<file path="config.mk">
export PLATFORM = sky130hd
export DESIGN_NAME = tga_rle_pixel_decoder
export DESIGN_NICKNAME = d
export VERILOG_FILES = /design/src/sv/tgarle_pkg.sv /design/src/sv/tga_rle_pixel_decoder.sv
export SDC_FILE = /design/constraint.sdc
export NUM_CORES = 1
export LEC_CHECK = 0
export ABC_AREA = 1
export BUFFER_PORTS_ARGS = -buffer_cell sky130_fd_sc_hd__buf_2
export CAP_MARGIN = 10
export CORE_UTILIZATION = 40
export DETAILED_ROUTE_END_ITERATION = 6
export PLACE_DENSITY = 0.58
export SETUP_SLACK_MARGIN = 0.4
export SLEW_MARGIN = 40
export SYNTH_ARGS = -nofsm -noshare
export SYNTH_HDL_FRONTEND = slang
export SYNTH_SLANG_ARGS = --single-unit
</file>
<file path="constraint.sdc">
create_clock -name clk_i -period 4.7 [get_ports clk_i]
set_input_delay 0.94 -clock clk_i [delete_from_list [all_inputs] [get_ports clk_i]]
set_output_delay 0.94 -clock clk_i [all_outputs]
set_load 0.02 [all_outputs]
</file>
<file path="src/sv/tgarle_pkg.sv">
// ----------------------------------------------------------------------------
// TGA RLE pixel decoder package
// Shared constants and register codes for the Targa pixel data decoder.
// ----------------------------------------------------------------------------
package tgarle_pkg;

  // Default width of the image pixel counter.
  localparam int unsigned PixelCountBitsDef = 25;

  // Field widths.
  localparam int unsigned ByteW    = 8;
  localparam int unsigned CfgIdxW  = 2;
  localparam int unsigned CfgDataW = 32;
  localparam int unsigned ImgW     = 25;
  localparam int unsigned PixBytesW = 3;
  localparam int unsigned OutDataW = 40;

  // Packet header handling: a run header carries the count plus 127.
  localparam logic [ByteW-1:0] RunBias = 8'd127;

  // Register reset values.
  localparam logic [PixBytesW-1:0] PixBytesRst = 3'd3;
  localparam logic [ImgW-1:0]      ImgPixRst   = 25'd1;

  typedef enum logic [CfgIdxW-1:0] {
    CFG_PIXEL_BYTES   = 2'd0,
    CFG_RLE_MODE      = 2'd1,
    CFG_SWAP_RED_BLUE = 2'd2,
    CFG_IMAGE_PIXELS  = 2'd3
  } cfg_reg_e;

endpackage

</file>
<file path="src/sv/tga_rle_pixel_decoder.sv">
// ----------------------------------------------------------------------------
// TGA RLE pixel decoder
// Turns Targa pixel data bytes into pixels with repeat counts.
// ----------------------------------------------------------------------------
// Usage:
// The slave stream takes one pixel data byte per transfer (header already
// parsed by software). The master stream gives one pixel per transfer:
// tdata holds the four components and the repeat count, tlast marks the
// pixel that reaches the end of the image and tuser flags a clipped packet.
// The configuration channel writes bytes per pixel, the run-length mode,
// the red/blue swap and the image pixel count; it is always ready. The
// user must write it only while the block is idle; the block itself does
// not enforce this. One byte is accepted every cycle while the output
// register is free or being read. A pixel appears on the master side in
// the cycle after the transfer of its last byte; packet headers and partial
// pixel bytes give no output. All per-byte work is a byte insert, a
// subtract and a compare against the image pixel counter, done in the
// cycle the byte is accepted, and the result is held in one output register.
// When the receiver stalls, the output register holds its pixel and the
// byte input stays ready only while that register is free or being read
// in the same cycle. Reset clears the decoding state and loads the
// register defaults: 3 bytes per pixel, run-length mode, swap on, 1 pixel.
// At the end of the image all decoding state returns to its reset value.
// ----------------------------------------------------------------------------
module tga_rle_pixel_decoder #(
  parameter int unsigned PIXEL_COUNT_BITS = tgarle_pkg::PixelCountBitsDef
) (
  input  logic                              clk_i,
  input  logic                              rst_ni,
  // Configuration write channel.
  input  logic                              cfg_valid_i,
  output logic                              cfg_ready_o,
  input  logic [tgarle_pkg::CfgIdxW-1:0]    cfg_index_i,
  input  logic [tgarle_pkg::CfgDataW-1:0]   cfg_data_i,
  // Byte input stream.
  input  logic                              s_axis_tvalid,
  output logic                              s_axis_tready,
  input  logic [tgarle_pkg::ByteW-1:0]      s_axis_tdata,   // data_byte
  // Pixel output stream.
  output logic                              m_axis_tvalid,
  input  logic                              m_axis_tready,
  output logic [tgarle_pkg::OutDataW-1:0]   m_axis_tdata,   // comp0, comp1, comp2,
                                                            // comp3, repeat_res
  output logic                              m_axis_tlast,   // last_pixel
  output logic                              m_axis_tuser    // overrun
);

  localparam int unsigned CntW  = PIXEL_COUNT_BITS;
  localparam int unsigned ByteW = tgarle_pkg::ByteW;

  // Configuration registers.
  logic [tgarle_pkg::PixBytesW-1:0] pix_bytes_q;
  logic                             rle_mode_q;
  logic                             swap_q;
  logic [tgarle_pkg::ImgW-1:0]      img_pix_q;

  // Decoding state.
  logic [1:0]        slot_q, slot_d;
  logic              is_run_q, is_run_d;
  logic [ByteW-1:0]  left_q, left_d;
  logic [31:0]       part_q, part_d;
  logic [CntW-1:0]   done_q, done_d;

  // Output register.
  logic              out_valid_q;
  logic [ByteW-1:0]  comp0_q, comp1_q, comp2_q, comp3_q, rep_q;
  logic              last_q, over_q;

  // Combinational results.
  logic              in_acc;
  logic              res_valid;
  logic [ByteW-1:0]  comp0_d, comp1_d, comp2_d, comp3_d, rep_d;
  logic              last_d, over_d;

  logic              four_bytes;
  logic [ByteW-1:0]  rep_raw;
  logic              owed_more;
  logic [CntW+tgarle_pkg::ImgW-1:0] img_wide;
  logic [CntW-1:0]   total;
  logic [CntW-1:0]   remaining;

  assign cfg_ready_o   = 1'b1;
  assign s_axis_tready = !out_valid_q || m_axis_tready;
  assign in_acc        = s_axis_tvalid && s_axis_tready;
  assign four_bytes    = (pix_bytes_q == 3'd4);

  // The pixel count is taken modulo the counter width; zero means one pixel.
  assign img_wide = (CntW + tgarle_pkg::ImgW)'(img_pix_q);
  always_comb begin
    total = img_wide[CntW-1:0];
    if (total == '0) begin
      total = CntW'(1);
    end
  end
  assign remaining = (total > done_q) ? (total - done_q) : CntW'(1);

  always_comb begin
    slot_d    = slot_q;
    is_run_d  = is_run_q;
    left_d    = left_q;
    part_d    = part_q;
    done_d    = done_q;
    res_valid = 1'b0;
    rep_raw   = 8'd1;
    owed_more = 1'b0;
    last_d    = 1'b0;
    over_d    = 1'b0;
    rep_d     = 8'd1;
    comp0_d   = '0;
    comp1_d   = '0;
    comp2_d   = '0;
    comp3_d   = '0;

    if (rle_mode_q && (left_q == '0)) begin
      // Packet header: bit 7 selects a run.
      is_run_d = s_axis_tdata[7];
      left_d   = s_axis_tdata[7] ? (s_axis_tdata - tgarle_pkg::RunBias)
                                 : (s_axis_tdata + 8'd1);
    end else begin
      part_d[{slot_q, 3'b000} +: 8] = s_axis_tdata;
      if ((slot_q < 2'd2) || ((slot_q == 2'd2) && four_bytes)) begin
        slot_d = slot_q + 2'd1;
      end else begin
        res_valid = 1'b1;
        comp0_d   = swap_q ? part_d[23:16] : part_d[7:0];
        comp1_d   = part_d[15:8];
        comp2_d   = swap_q ? part_d[7:0] : part_d[23:16];
        comp3_d   = four_bytes ? part_d[31:24] : 8'd0;
        slot_d    = '0;
        part_d    = '0;

        if (rle_mode_q) begin
          if (is_run_q) begin
            rep_raw = left_q;
            left_d  = '0;
          end else begin
            left_d    = left_q - 8'd1;
            owed_more = (left_d != '0);
          end
        end

        last_d = (CntW'(rep_raw) >= remaining);
        if (last_d) begin
          over_d   = (CntW'(rep_raw) > remaining) || owed_more;
          rep_d    = remaining[ByteW-1:0];
          // End of image: back to the start state.
          slot_d   = '0;
          is_run_d = 1'b0;
          left_d   = '0;
          done_d   = '0;
        end else begin
          rep_d  = rep_raw;
          done_d = done_q + CntW'(rep_raw);
        end
      end
    end
  end

  always_ff @(posedge clk_i or negedge rst_ni) begin
    if (!rst_ni) begin
      pix_bytes_q <= tgarle_pkg::PixBytesRst;
      rle_mode_q  <= 1'b1;
      swap_q      <= 1'b1;
      img_pix_q   <= tgarle_pkg::ImgPixRst;
    end else if (cfg_valid_i && cfg_ready_o) begin
      case (tgarle_pkg::cfg_reg_e'(cfg_index_i))
        tgarle_pkg::CFG_PIXEL_BYTES:   pix_bytes_q <= cfg_data_i[tgarle_pkg::PixBytesW-1:0];
        tgarle_pkg::CFG_RLE_MODE:      rle_mode_q  <= cfg_data_i[0];
        tgarle_pkg::CFG_SWAP_RED_BLUE: swap_q      <= cfg_data_i[0];
        tgarle_pkg::CFG_IMAGE_PIXELS:  img_pix_q   <= cfg_data_i[tgarle_pkg::ImgW-1:0];
        default: ;
      endcase
    end
  end

  always_ff @(posedge clk_i or negedge rst_ni) begin
    if (!rst_ni) begin
      slot_q   <= '0;
      is_run_q <= 1'b0;
      left_q   <= '0;
      part_q   <= '0;
      done_q   <= '0;
    end else if (in_acc) begin
      slot_q   <= slot_d;
      is_run_q <= is_run_d;
      left_q   <= left_d;
      part_q   <= part_d;
      done_q   <= done_d;
    end
  end

  always_ff @(posedge clk_i or negedge rst_ni) begin
    if (!rst_ni) begin
      out_valid_q <= 1'b0;
    end else if (s_axis_tready) begin
      out_valid_q <= in_acc && res_valid;
    end
  end

  always_ff @(posedge clk_i) begin
    if (in_acc && res_valid) begin
      comp0_q <= comp0_d;
      comp1_q <= comp1_d;
      comp2_q <= comp2_d;
      comp3_q <= comp3_d;
      rep_q   <= rep_d;
      last_q  <= last_d;
      over_q  <= over_d;
    end
  end

  assign m_axis_tvalid = out_valid_q;
  assign m_axis_tdata  = {rep_q, comp3_q, comp2_q, comp1_q, comp0_q};
  assign m_axis_tlast  = last_q;
  assign m_axis_tuser  = over_q;

`ifndef SYNTH
  // A clipped packet is always the one that ends the image.
  assert property (@(posedge clk_i) disable iff (!rst_ni)
    (m_axis_tvalid && m_axis_tuser) |-> m_axis_tlast)
    else $error("overrun flagged on a pixel that does not end the image");

  // Every pixel delivered stands for at least one image pixel.
  assert property (@(posedge clk_i) disable iff (!rst_ni)
    m_axis_tvalid |-> (m_axis_tdata[39:32] != 8'd0))
    else $error("zero repeat count on output");

  // Reaching the end of the image clears the pixel counter and the packet.
  assert property (@(posedge clk_i) disable iff (!rst_ni)
    (in_acc && res_valid && last_d) |=> ((done_q == '0) && (left_q == '0)))
    else $error("decoding state not cleared at end of image");
`endif

endmodule

</file>
==> metrics.csv <==
metric,value,unit
run status,completed,
Pre-antenna DRT Iters,6,
Leakage,0.00550,µW
setup_tns,0,ns
"antenna viol nets, final",0,
Die X-Extent,158,µm
routability congestion estimate,0.908,
# IOs,92,
share of layout cells above drive strength 1,19.1,%
crit path from,img_pix_q[3],
vias,8795,
Synthesis Warnings,0,
Relative slew margins,49.8,%
CP required,5.02,ns
total routed wirelength,26900,µm
HP Class,register to register,
CTS Hold Bufs,0,
"flops & latches, synth",141,
hold depth,2,
CP max FO,8,
Final #Nets,1486,
max-slew violation count,0,
CTS tree,yes,
"Top FF cell, synth",dfrtp_1,
Sw Share,45.6,%
Clock transition at path regs,0.06,ns
top-area cell type share of the netlist area,24.2,%
"EDFF count, synth",42,
detailed-route vias per instance,5.13,
max cap viols,0,
sequential share of power,26.8,%
root buf cell,clkbuf_16,
# DRC,0,
"non-filler cells, final",1716,
initial antenna violation count,0,
fin crit share,92.1,%
"Top cell by count, worst path",nor2_1,
crit-path max cell delay,0.57,ns
Longest Clk Path Bufs,2,
critical path class,register to register,
Post-Place Cell Area,0.0105,mm²
clock latency on the worst-skew pair,0.43,ns
Tot GR Track Use,22.1,%
Syn Nets,1402,
Diodes inserted,0,
Slowest cell on crit path,or4_4,
worst vdd ir,0.242,mV
GRT overflow,0,
crit path DAT,4.65,ns
R2R Path Start,img_pix_q[3],
Post-Syn Area,0.00973,mm²
Slew @ Worst Pin,0.752,ns
Net Sw Power,3080,µW
R2R cell count,26,
endpoints failing hold,0,
Die ar.,0.0250,mm²
clock network power share,20.4,%
Hold Path Origin,pix_bytes_q[2],
Worst Path Buf+Inv,4,
sequential area share after synthesis,38.5,%
core area,0.0237,mm²
placed cells,1669,
Crit. path cell count,26,
async set-reset flop share out of synthesis,70.2,%
# fillers,2399,
number of global-route vias before repair,8019,
clk sinks,141,
Gate Count Post-Synth,1301,
final setup violation count,0,
drt first-iter violations,645,
cell family with most CP delay,simple AND/OR/NAND/NOR gates,
combinational share of power,52.8,%
leading area contributor after synthesis,dfrtp_1,
Max Clock Freq,231,MHz
wire length per cell,15.7,µm
Die Span Y,158,µm
htree depth,4,
initial core utilization,41.1,%
internal power,3670,µW
Clock Skew,0.0109,ns
CP startpoint kind,register,
crit path time final,4.33,ns
number of buffers created by CTS,17,
pwr/cell area,588,mW/mm²
DP Wirelength,20200,µm
first-pass GRT wire length,42600,µm
syn avg cell area,7.48,µm²
top post-synthesis cells by area,"dfrtp_1, nand2_1, edfxtp_1",
largest net degree at the start of global routing,71,
Area Overhead vs Synth,18.0,%
post-route design area,0.0115,mm²
PortBufs,83,
Synth cell types,54,
RSZ-0062 raised after global routing,yes,
row count,56,
"Power, Total",6750,µW
crit path capture type,register,
==> per-stage QoR <==
stage          hold WS (ns)  worst slack [ns]  util (%)
2_1_floorplan         0.445             0.875         -
3_3_place_gp          0.467             0.264      44.1
3_5_place_dp          0.473             0.206      44.2
4_1_cts               0.487             0.416      47.0
5_1_grt               0.503             0.108      48.5
6_report              0.480             0.370      48.5
==> path summary, 6_finish.rpt <==
path | slack [ns] | end
min in group asynchronous | 0.50 | img_pix_q[17]
hold reg to reg | 0.48 | pix_bytes_q[2]
hold / removal | 0.48 | pix_bytes_q[2]
setup reg to reg | 0.37 | done_q[14]
setup / recovery | 0.37 | done_q[14]
max in group asynchronous | 3.31 | left_q[4]
==> power by group through the flow <==
stage | registers, µW | logic [µW] | clock network [µW]
after floorplan | 1810 | 2370 | 0
after global placement | 1810 | 3180 | 0
after detailed placement | 1820 | 3210 | 0
after CTS | 1800 | 3260 | 1390
after global routing | 1850 | 4000 | 1440
final | 1810 | 3560 | 1380
==> placed cells by master (no fill, tap or decap), drive strengths merged, types with 22 or more instances in the layout <==
| cell type | synthesis | layout |
|---|---|---|
| o21ai | 103 | 103 |
| nor2 | 139 | 139 |
| a21oi | 44 | 44 |
| edfxtp | 42 | 42 |
| inv | 187 | 189 |
| nand3 | 68 | 68 |
| ha | 52 | 52 |
| buf | 9 | 112 |
| mux2 | 22 | 22 |
| dfrtp | 94 | 94 |
| nand2 | 350 | 350 |
==> worst reg2reg max path: stages (launching register included) <==
cell and delay, ns:
dfrtp_1 0.41, or4_4 0.57, nor3_4 0.21, a41oi_2 0.16
ha_2 0.24, inv_4 0.08, fa_2 0.25, nand2_2 0.10
nor2_4 0.14, or2_4 0.14, or2_4 0.12, nand3_4 0.08
ha_4 0.28, nand4_1 0.09, nor2_1 0.12, nor2_1 0.05
o21ai_1 0.14, a21oi_1 0.08, nor2_1 0.12, nand2_1 0.11
nand2_4 0.11, nand2_8 0.09, clkinv_8 0.09, buf_8 0.13
nand3_4 0.13, inv_6 0.14, nor2_1 0.05
==> registers in the layout, indices dropped and copies added (netlist names) <==
register	cells
comp0_q	8
comp1_q	8
comp2_q	8
comp3_q	8
done_q	25
img_pix_q	25
is_run_q	1
left_q	8
m_axis_tlast	1
m_axis_tuser	1
m_axis_tvalid	1
part_q	32
pix_bytes_q	3
rep_q	8
rle_mode_q	1
slot_q	2
swap_q	1
==> what timing repair did <==
| item | 4_1_cts | 5_1_grt |
|---|---|---|
| pin swaps | 1 | 25 |
| resized for setup | 12 | 52 |
| cloned | 0 | 2 |
| endpoints found under the setup margin | 35 | 44 |
| setup buffers | 1 | 13 |
==> cell usage after synthesis, types with 4 or more instances <==
master,n
dfstp_2,5
nor2_1,119
mux2_2,22
or2_2,5
nor4_1,7
inv_2,6
nand4_1,19
xnor2_1,4
nand2_2,8
ha_1,52
o22ai_1,11
xor2_1,21
clkinv_1,4
nand3b_1,10
nor2_2,16
o21ai_0,97
nand3_2,12
inv_1,180
a32oi_1,8
a22oi_1,16
clkbuf_1,40
a211oi_1,8
nor3_1,17
nand3_1,56
a21oi_1,42
dfrtp_1,94
nand2_1,341
edfxtp_1,42
==> metal layers <==
layer | global-route usage, % | vias up | part of all wire (%)
li1 | - | 4407 | -
met5 | 0 | - | 0
met4 | 4.62 | 0 | 0.89
met2 | 34.1 | 260 | 45
met1 | 32.2 | 4105 | 49
met3 | 3.94 | 23 | 5.4
==> cell families (layout without fill, tap and decap cells) <==
kind of cell | after synthesis | in the layout | share of synthesized area (%)
buffers and inverters | 240 | 336 | 9.62
adders and majority gates | 54 | 54 | 7.10
AOI/OAI and AO/OA | 196 | 196 | 11.6
and+or+nand+nor | 622 | 622 | 28.3
DFF | 141 | 141 | 38.5
other | 1 | 1 | 0.0385
xor gates and xnor gates | 25 | 25 | 2.25
muxes | 22 | 22 | 2.55
==> cell type report <==
class	count	area, µm²	share of cell area (%)
clock buffer	18	429	3.74
clock inverter	13	164	1.43
inverter	191	742	6.46
multi-input combinational	920	5270	45.9
sequential	141	3740	32.6
tap	319	399	3.48
timing repair buffer	114	734	6.40
Note: power is estimated with default switching activity, not from simulation.
